<file path="src/hdl/trv_pkg.sv">
`default_nettype none

package trv_pkg;

  localparam int unsigned IDX_W      = 20;
  localparam int unsigned LEN_W      = 20;
  localparam int unsigned START_W    = 24;
  localparam int unsigned ADDR_W     = 24;
  localparam int unsigned MIX_W      = 16;
  localparam int unsigned QP_W       = 12;
  localparam int unsigned ENV_W      = 16;
  localparam int unsigned CFG_ADDR_W = 2;
  localparam int unsigned CFG_DATA_W = 16;

  localparam int unsigned IN_TDATA_W  = 80;
  localparam int unsigned OUT_TDATA_W = 48;

  localparam int unsigned CHANNELS_DEF = 2;

  localparam logic [QP_W-1:0]  QP_RST     = 12'd100;
  localparam logic [ENV_W-1:0] ATTACK_RST = 16'd432;
  localparam logic [ENV_W-1:0] DECAY_RST  = 16'd384;

  // voice = round(mag*g*81*2^13 / (q*d*25)) = floor((N*2^14 + D) / 2D)
  localparam int unsigned GAIN_NUM  = 81;
  localparam int unsigned GAIN_W    = 7;
  localparam int unsigned SCALE_DEN = 25;
  localparam int unsigned SCALE_W   = 5;
  localparam int unsigned ROUND_SH  = 14;

  localparam int unsigned MOD_NUM_W = IDX_W - 2;
  localparam int unsigned PROD_W    = QP_W + ENV_W;
  localparam int unsigned N_W       = PROD_W + GAIN_W;
  localparam int unsigned D_W       = PROD_W + SCALE_W;
  localparam int unsigned X_W       = N_W + ROUND_SH + 1;
  localparam int unsigned Y_W       = D_W + 1;
  localparam int unsigned VOICE_W   = 15;
  localparam logic [VOICE_W-1:0] VOICE_MAX = 15'd26542;

  typedef enum logic [CFG_ADDR_W-1:0] {
    CFG_QUARTER = 2'd0,
    CFG_ATTACK  = 2'd1,
    CFG_DECAY   = 2'd2
  } cfg_reg_e;

  typedef struct packed {
    logic en;
    logic vld;
  } pipe_ctl_t;

  typedef struct packed {
    logic signed [MIX_W-1:0] mix;
    logic                    ch;
    logic [START_W-1:0]      start;
    logic [LEN_W-1:0]        len;
    logic [IDX_W-1:0]        idx;
  } in_word_t;

  typedef struct packed {
    logic [ADDR_W-1:0]       addr;
    logic                    ch;
    logic signed [MIX_W-1:0] mix;
    logic                    neg;
  } voice_side_t;

  typedef struct packed {
    logic [ADDR_W-1:0]       addr;
    logic                    ch;
    logic signed [MIX_W-1:0] mix;
    logic [ENV_W-1:0]        g;
    logic [ENV_W-1:0]        d;
    logic [1:0]              ilo;
  } mod_side_t;

endpackage

`default_nettype wire

</file>
<file path="src/hdl/trv_div_pipe.sv">
`default_nettype none

module trv_div_pipe #(
  parameter int unsigned NUM_W  = 18,
  parameter int unsigned DEN_W  = 12,
  parameter int unsigned QUO_W  = 18,
  parameter int unsigned SIDE_W = 8
) (
  input  wire logic                  clk_i,
  input  wire logic                  rst_ni,
  input  wire trv_pkg::pipe_ctl_t    ctl_i,
  input  wire logic [NUM_W-1:0]      num_i,
  input  wire logic [DEN_W-1:0]      den_i,
  input  wire logic [SIDE_W-1:0]     side_i,
  output logic                       vld_o,
  output logic [QUO_W-1:0]           quo_o,
  output logic [DEN_W-1:0]           rem_o,
  output logic [SIDE_W-1:0]          side_o
);

  import trv_pkg::*;

  localparam int unsigned W = (NUM_W > DEN_W + QUO_W) ? NUM_W : DEN_W + QUO_W;

  logic              vld_q  [QUO_W];
  logic [W-1:0]      rem_q  [QUO_W];
  logic [DEN_W-1:0]  den_q  [QUO_W];
  logic [QUO_W-1:0]  quo_q  [QUO_W];
  logic [SIDE_W-1:0] side_q [QUO_W];

  logic              vld_d  [QUO_W];
  logic [W-1:0]      rem_d  [QUO_W];
  logic [DEN_W-1:0]  den_d  [QUO_W];
  logic [QUO_W-1:0]  quo_d  [QUO_W];
  logic [SIDE_W-1:0] side_d [QUO_W];

  // one quotient bit per stage, msb first
  for (genvar k = 0; k < QUO_W; k++) begin : g_stage
    logic [W-1:0]     rem_in;
    logic [W-1:0]     den_sh;
    logic [QUO_W-1:0] quo_in;
    logic             ge;
    if (k == 0) begin : g_first
      assign vld_d[k]  = ctl_i.vld;
      assign rem_in    = W'(num_i);
      assign den_d[k]  = den_i;
      assign quo_in    = '0;
      assign side_d[k] = side_i;
    end else begin : g_next
      assign vld_d[k]  = vld_q[k-1];
      assign rem_in    = rem_q[k-1];
      assign den_d[k]  = den_q[k-1];
      assign quo_in    = quo_q[k-1];
      assign side_d[k] = side_q[k-1];
    end
    assign den_sh   = W'(den_d[k]) << (QUO_W - 1 - k);
    assign ge       = rem_in >= den_sh;
    assign rem_d[k] = ge ? rem_in - den_sh : rem_in;
    assign quo_d[k] = (quo_in << 1) | QUO_W'(ge);
  end

  always_ff @(posedge clk_i or negedge rst_ni) begin
    if (!rst_ni) begin
      for (int k = 0; k < QUO_W; k++) vld_q[k] <= 1'b0;
    end else if (ctl_i.en) begin
      for (int k = 0; k < QUO_W; k++) vld_q[k] <= vld_d[k];
    end
  end

  always_ff @(posedge clk_i) begin
    if (ctl_i.en) begin
      for (int k = 0; k < QUO_W; k++) begin
        rem_q[k]  <= rem_d[k];
        den_q[k]  <= den_d[k];
        quo_q[k]  <= quo_d[k];
        side_q[k] <= side_d[k];
      end
    end
  end

  assign vld_o  = vld_q[QUO_W-1];
  assign quo_o  = quo_q[QUO_W-1];
  assign rem_o  = rem_q[QUO_W-1][DEN_W-1:0];
  assign side_o = side_q[QUO_W-1];

`ifndef NO_ASSERTIONS
  a_rem_below_den: assert property (@(posedge clk_i) disable iff (!rst_ni)
    vld_q[QUO_W-1] |-> rem_q[QUO_W-1] < W'(den_q[QUO_W-1]))
    else $error("remainder not below divisor");

  a_first_loads: assert property (@(posedge clk_i) disable iff (!rst_ni)
    ctl_i.en |=> vld_q[0] == $past(ctl_i.vld))
    else $error("first stage valid lost");

  a_stall_holds: assert property (@(posedge clk_i) disable iff (!rst_ni)
    !ctl_i.en |=> $stable(vld_q[QUO_W-1]) && $stable(quo_q[QUO_W-1]))
    else $error("last stage moved during stall");
`endif

endmodule

`default_nettype wire

</file>
<file path="config.mk">
export PLATFORM = sky130hd
export DESIGN_NAME = trv_div_pipe
export DESIGN_NICKNAME = d
export VERILOG_FILES = /design/src/hdl/trv_pkg.sv /design/src/hdl/trv_div_pipe.sv
export SDC_FILE = /design/constraint.sdc
export NUM_CORES = 1
export LEC_CHECK = 0
export ABC_AREA = 1
export BUFFER_PORTS_ARGS = -buffer_cell sky130_fd_sc_hd__buf_2
export CAP_MARGIN = 30
export CELL_PAD_IN_SITES_DETAIL_PLACEMENT = 0
export CELL_PAD_IN_SITES_GLOBAL_PLACEMENT = 1
export CORE_MARGIN = 4
export CORE_UTILIZATION = 50
export CTS_CLUSTER_SIZE = 16
export DETAILED_ROUTE_END_ITERATION = 8
export PLACE_DENSITY_LB_ADDON = 0.1
export SLEW_MARGIN = 15
export SYNTH_ARGS = -nofsm -noshare
export SYNTH_HDL_FRONTEND = slang
export SYNTH_SLANG_ARGS = --single-unit
</file>
<file path="constraint.sdc">
create_clock -name clk_i -period 2.61 [get_ports clk_i]
set_input_delay 0.1305 -clock clk_i [delete_from_list [all_inputs] [get_ports clk_i]]
set_output_delay 0.1305 -clock clk_i [all_outputs]
set_load 0.01 [all_outputs]
</file>
==> results of run 1 <==
==> how the worst max path moves through the flow <==
stage                                to  slack (ns)
after floorplan           rem_q[15][11]        0.42
after global placement     rem_q[5][15]        0.08
after detailed placement   rem_q[5][29]        0.04
after CTS                  rem_q[5][15]      0.0005
after global routing      rem_q[15][21]       -0.01
final                     rem_q[13][11]        0.13
==> power breakdown <==
group	leakage, nW	switching, mW	internal (mW)
logic	15.0	11.0	5.91
clock network	1.83	6.65	9.63
registers	10.2	1.92	22.0
==> sequential cells by signal, indices dropped and copies added (netlist names) <==
register / count
den_q: 204
quo_q: 171
rem_q: 522
side_q: 144
vld_d: 17
vld_o: 1
==> kinds of logic (layout without fill, tap and decap cells) <==
group | after synthesis | count (layout) | synth area share
buffers and inverters | 999 | 1372 | 0.07158
AO/OA/AOI/OAI | 407 | 407 | 0.04088
flip-flops | 1059 | 1059 | 0.5752
AND/OR/NAND/NOR | 3136 | 3136 | 0.2365
XOR/XNOR | 144 | 144 | 0.02288
other | 0 | 1 | 0
adder cells (fa/ha/maj) | 223 | 223 | 0.05293
==> synth_stat cells, types with 11 or more instances <==
| cell type | number | area, um^2 |
|---|---|---|
| inv_2 | 11 | 41.29 |
| nand2_2 | 14 | 87.58 |
| nand3_1 | 370 | 1852 |
| o21ai_2 | 20 | 175.2 |
| nor3_1 | 41 | 205.2 |
| edfxtp_1 | 1041 | 31260 |
| nand3b_1 | 63 | 473.0 |
| fa_1 | 17 | 340.3 |
| or2_2 | 11 | 68.82 |
| nand4_1 | 93 | 581.8 |
| o21ai_1 | 27 | 135.1 |
| xnor2_1 | 70 | 613.1 |
| xor2_1 | 74 | 648.1 |
| buf_6 | 11 | 123.9 |
| ha_1 | 206 | 2577 |
| buf_2 | 20 | 100.1 |
| nand2_1 | 1908 | 7162 |
| o21ai_0 | 115 | 575.6 |
| a21oi_1 | 197 | 986.0 |
| dfrtp_1 | 18 | 450.4 |
| nor2_2 | 15 | 93.84 |
| buf_4 | 14 | 105.1 |
| a21oi_2 | 22 | 192.7 |
| inv_1 | 932 | 3498 |
| nor2_1 | 585 | 2196 |
==> worst max-delay path: cells and delay by family (launching register included) <==
family / cells / cell delay (ns)
AO/OA/AOI/OAI: 1 / 0.13
adder cells (fa/ha/maj): 2 / 0.68
buffers and inverters: 2 / 0.42
flip-flops: 1 / 0.44
AND/OR/NAND/NOR: 4 / 0.51
==> metal layers <==
metal,vias up,global-route usage,share of wire
met3,165,0.03109,0.052
met1,18345,0.3377,0.47
li1,20080,-,-
met4,0,0.05760,0.021
met5,-,0,0
met2,887,0.3754,0.46
==> through the flow <==
step / power (mW) / instances
6_report: 57.18 / 7818
5_1_grt: 61.00 / 7818
3_5_place_dp: 40.95 / 7556
4_1_cts: 57.52 / 7808
2_1_floorplan: 35.55 / 5968
3_3_place_gp: 40.94 / 7556
==> final cells by class <==
class                           instances  area (um^2)  share of cell area
Antenna cell                            1        2.502          0.00004023
Clock buffer                          135         2940             0.04728
Clock inverter                         75        852.1             0.01370
Inverter                              948         3582             0.05760
Multi-Input combinational cell       3910        19500              0.3136
Sequential cell                      1059        31710              0.5098
Tap cell                             1476         1847             0.02969
Timing Repair Buffer                  213         1752             0.02816
Timing Repair inverter                  1        7.507           0.0001207
==> repair_timing <==
item / CTS / global route
setup buffers: 0 / 6
endpoints found under the hold margin: 86 / 0
setup endpoints to repair: 0 / 73
hold buffers: 42 / 0
gates resized for setup: 0 / 21
==> flow_results.org, run 1 <==
** CTS
- Buffer levels on the longest clock path :: 3
- Clock Latency Late Sink :: 0.70 ns
- After clock tree synthesis, the clock-pin slew on the worst setup and hold paths is 0.06 ns.
- Inserted Clock Buffers :: 111
- CTS tree :: built
- Clk sinks :: 1,059
- CTS Root Buffer Type :: clkbuf_16
- Number of levels the H-tree was split into :: 3

** Die
- The die covers 115,600 um^2.
- The core region is 109,200 um^2.
- Die height :: 340.0 um
- Measured along the x axis, the die boundary spans 340.0 um.
- For this design the top-level I/O count stands at 81.
- Initial Util :: 0.5050
- The floorplan has 121 rows.

** Timing
- Remaining max-slew budget at the tightest pin :: 0.5339
- Final Hold Viols :: 0
- Setup violations remaining at the end of the flow were counted as 0.
- Worst Hold Slack :: 0.1609 ns
- F_max :: 0.4035 GHz
- Number of max-slew violations in the final report :: 0
- Slew at the pin with the worst max-slew slack :: 0.6918 ns
- In the post-route analysis, the smallest setup slack over all paths is 0.1315 ns.
- Adding up every negative setup slack in the final design gives 0 ns.
- Layout Skew :: 0.01404 ns
- Share of the cycle needed by the critical path after routing :: 0.9496
- For the finished layout, the period the worst path requires is 2.479 ns.

** Layout
- Leaving out fill and tap cells, the most frequent cell in the layout is nand2_1.
- Of the cells placed in the final design, the portion with a size suffix greater than 1 is 0.07396.
- Most used cells in the layout excluding fill and tap cells :: 1,905 x nand2_1, 1,041 x edfxtp_1, 928 x inv_1, 585 x nor2_1, 370 x nand3_1
- Filler cells :: 9,741
- Final-stage net count :: 6,509
- Layout area overhead :: 12.82%
- Final instance area :: 62,200 um^2
- Core occupancy in the finished layout :: 0.5698

** Job
- Max Cap Viol :: 0

** Setup path
- The startpoint identified for the worst register-to-register timing path is den_q[12][0].
- Crit Reg-Reg Endpoint :: rem_q[13][11]
- Worst Path Arrival :: 2.90 ns
- Count of cells along the worst register-to-register path :: 9
- At the worst endpoint, the required time is 3.03 ns.
- Sort of element at the end of the critical path :: flop
- Slack of the worst reg-to-reg path :: 0.13 ns
- Biggest cell delay along the critical path :: 0.46 ns
- Along the worst path, the maximum fanout reaches 29.
- The worst setup path is launched from a flop.
- Traced cell by cell, the critical path runs through ha_1, inv_1, fa_1, nand3_1, nand3_2, nand2_2, nand2_8, inv_4, o21ai_2.
- Worst Path Class, Setup :: reg2reg
- CP Launch Point :: den_q[12][0]
- For this design, the slowest cell found on the critical path is fa_1.

** Synthesis
- Counting distinct cell types in the post-synthesis netlist gives 49.
- The share of the Yosys chip area taken by registers is 0.5752.
- Most instantiated flip-flop cell in the synthesis netlist :: edfxtp_1
- In this run, synthesis inferred 1,041 flip-flops with an integrated enable.
- Summing every instance area after synthesis gives 55,130 um^2.
- Mean Syn Cell Area :: 9.237 um^2
- Warnings, synthesis :: 0
- Syn nets :: 6,233
- Synthesis produced a netlist whose cell count is 5,968.
- Number of synthesized register bits :: 1,059
- Async set-or-reset flop fraction in the synthesized netlist :: 0.01700

** Drt
- In the final routed layout, each cell accounts on average for 17.42 um.
- Wires add up to 136,200 um.
- In this run, the number of DRC markers left after iteration 0 of detailed routing was 2,928.
- Using the TritonRoute via totals, the vias-per-cell ratio works out to 5.050.
- # DRC :: 0
- Remaining antenna violation count after routing :: 0
- Summing over every cut layer, the via total after detailed routing is 39.48k.
- Pre-Repair DR Iteration Count :: 6

** GRT
- The first global-routing pass estimated 212,200 um of wire.
- Entering global routing, the biggest net connects 110 pins.
- The number of global-route vias before repair came to 37.69k.
- Across every metal layer, demand over resource in global routing totals 0.2334.
- The initial antenna violation count came to 2.
- Total gr overflow :: 0

** Place
- Once detailed placement completed, the half-perimeter wirelength came to 104,700 um.
- At the placement stage, the worst setup path has a slack of 0.04462 ns.
- Instance area at placement :: 57,840 um^2
- Global placer's final weighted congestion :: 0.9210
- Input/output buffers :: 80

** Power and ir drop
- Largest voltage drop on the vdd net :: 0.0005377 V
- Reported leakage power :: 27.10 nW
- Dividing total power by cell area gives a power density of 919.3 nW/um^2.

** Worst hold path
- Launch instance of the worst min-delay path :: side_i[7]
- Hold depth :: 2
- Hold Crit Class :: in2reg
- For hold timing, the worst endpoint is side_q[0][7].

** Outcome
- The flow ran to the end, and the final reports show no timing, DRC or antenna violations.
No activity file was read; power rests on OpenSTA's default activity.
==> run 2, diff against run 1 <==
==> constraint.sdc (replaced) <==
create_clock -name clk_i -period 2.61 [get_ports clk_i]
set_input_delay 0.3915 -clock clk_i [delete_from_list [all_inputs] [get_ports clk_i]]
set_output_delay 0.3915 -clock clk_i [all_outputs]
set_load 0.01 [all_outputs]
==> flow_results.org, run 2 (same netlist as run 1, synthesis figures left out) <==
** Layout
- Final-stage net count :: 6,542
- Final antenna diode count :: 0
- Most used cells in the layout excluding fill and tap cells :: 1,906 x nand2_1, 1,041 x edfxtp_1, 929 x inv_1, 584 x nor2_1, 370 x nand3_1
- The library cell used most frequently in the layout, excluding fill and tap cells, is nand2_1.
- Largest registers in the final layout :: rem_q (522), den_q (204), quo_q (171)
- The register with the most flip-flops in the final layout is rem_q.
- Layout area overhead :: 13.29%
- The register with the most flip-flops in the layout has 522 of them.
- Fraction of final layout cells sized beyond drive strength 1 :: 0.08038

** GRT
- Vias in the first global route :: 37.94k
- GR Util All Layers :: 0.2301
- Entering global routing, the biggest net connects 103 pins.
- The initial antenna violation count came to 3.
- The total overflow left after global routing is 0.
- Global-route wire length before repair :: 211,300 um

** Power and ir drop
- Power comes to 57.35 mW.
- Reported leakage power :: 27.27 nW
- Power spread over the standard cell area amounts to 918.2 nW/um^2.
- Largest voltage drop on the vdd net :: 0.0005396 V

** Setup path
- Ordered cell list for the critical path :: inv_1, ha_1, inv_1, fa_1, nand3_1, nand3_2, nand2_2, nand2_8, inv_4, o21ai_2
- Worst path buffer plus inverter count :: 3
- Crit-path slowest cell :: fa_1
- Worst Path Arrival :: 2.89 ns
- Data required time at the worst endpoint :: 3.01 ns
- STA classifies the critical path startpoint as a flop.
- By instance count, the cell type seen most on the critical path is inv_1.
- Worst Path Class, Setup :: reg2reg
- Biggest cell delay along the critical path :: 0.45 ns
- The cell family contributing the most delay on the critical path is adder cells.
- STA classifies the critical path endpoint as a flop.
- Of all nets on the critical path, the largest fanout is 29.

** Drt
- Post-DR vias/cell :: 5.053
- The count of nets left with antenna violations once routing finished came out at 0.
- WL per Instance :: 17.10 um
- Iteration-0 DRC Markers :: 2,957
- Summed over all layers, the routed wires come to 134,100 um.
- Via Count :: 39.65k
- # DRC :: 0
- Before antenna repair, the detailed router went through 6 iterations.

** Place
- At the end of routability-driven placement, the weighted congestion stood at 0.9114.
- Input/output buffers :: 80
- Before CTS, the worst setup slack after placement is -0.03237 ns.
- The wire-length estimate of the detail-placed layout is 104,200 um.

** Die
- The die is 340.0 um wide.
- The floorplan step set the die height to 340.0 um.
- The core region is 109,200 um^2.
- FP Rows :: 121
- Pin placement for this block handled 81 I/O pins.
- The die covers 115,600 um^2.
- Initial Util :: 0.5050

** CTS
- CTS Root Buffer Type :: clkbuf_16
- Buffer levels on the longest clock path :: 3
- Number of levels the H-tree was split into :: 3
- TritonCTS built the clock tree.
- Clk slew on worst S/H paths :: 0.06 ns
- TritonCTS created 110 clock buffers.
- Clock Latency Late Sink :: 0.69 ns
- The tree built by TritonCTS fans out to 1,059 sinks.

** Timing
- For this run, the top clock speed supported by timing is 0.4012 GHz.
- The final hold violation count came to 0.
- Final total negative setup slack :: 0 ns
- Unrepaired setup endpoints after global routing :: false
- The worst path in the final design needs a cycle of 2.493 ns, including I/O delays and setup.
- Once routing completed, OpenROAD measured the worst setup slack at 0.1174 ns.
- At the pin with the least slew margin, the transition time is 0.7208 ns.
- Final hold analysis gives a worst-case slack of 0.1360 ns.
- Remaining max-slew budget at the tightest pin :: 0.5144
- The clock arrives with 0.02953 ns of skew.
- The count of final max-slew check failures was 0.
- Setup violations remaining at the end of the flow were counted as 0.
- Dividing the final minimum period by the clock period gives 0.9550.

** Worst hold path
- The min-delay analysis places its worst path in the category in2reg.

** Job
- Max Cap Viol :: 0

** Outcome
- Outcome :: completed
-- run 2: area by class of cell --
class	count	area, um^2
fill	9717	46700
sequential	1059	31710
multi-input combinational	3910	19500
inverter	948	3586
clock buffer	122	2840
timing repair buffer	247	2003
tap	1476	1847
clock inverter	83	957.2
timing repair inverter	1	7.507
-- run 2: what timing repair did --
action / in CTS / in global routing
resized for setup: 2 / 20
gates cloned: 0 / 2
hold buffers: 39 / 0
hold endpoints to repair: 56 / 0
setup buffers: 0 / 1
pin swaps: 0 / 1
setup endpoints to repair: 9 / 74
-- run 2: path summary, 6_finish.rpt --
| check | to | start | slack (ns) | depth (start not counted) |
|---|---|---|---|---|
| min in group asynchronous | vld_o | rst_ni | 0.19 | 2 |
| worst min-delay path | quo_q[12][9] | ctl_i[1] | 0.14 | 1 |
| worst max register to register | rem_q[13][13] | rem_q[12][4] | 0.12 | 10 |
| max in group asynchronous | vld_d[8] | rst_ni | 2.11 | 2 |
| worst max-delay path | rem_q[13][13] | rem_q[12][4] | 0.12 | 10 |
| worst min register to register | quo_q[13][6] | quo_q[12][5] | 0.40 | 0 |
-- run 2: layer usage --
| layer | track usage | part of all wire | vias to the layer above |
|---|---|---|---|
| met5 | 0 | 0 | - |
| met1 | 0.3347 | 0.48 | 18479 |
| met2 | 0.3709 | 0.46 | 829 |
| li1 | - | - | 20155 |
| met4 | 0.05280 | 0.023 | 0 |
| met3 | 0.02986 | 0.043 | 184 |
-- run 2: where the power goes --
| part | total, mW | switching (mW) | leakage [nW] | internal, mW |
|---|---|---|---|---|
| sequential | 23.9 | 1.84 | 10.2 | 22.0 |
| combinational | 17.2 | 11.1 | 15.2 | 6.08 |
| clock | 16.3 | 6.71 | 1.82 | 9.57 |
| total | 57.3 | 19.7 | 27.3 | 37.7 |
-- run 2: metrics by stage --
step,instances,utilization,area [um^2]
2_1_floorplan,5968,-,55130
4_1_cts,7843,0.5715,62380
3_5_place_dp,7599,0.5331,58190
3_3_place_gp,7599,0.5331,58190
5_1_grt,7846,0.5722,62450
6_report,7846,0.5722,62450
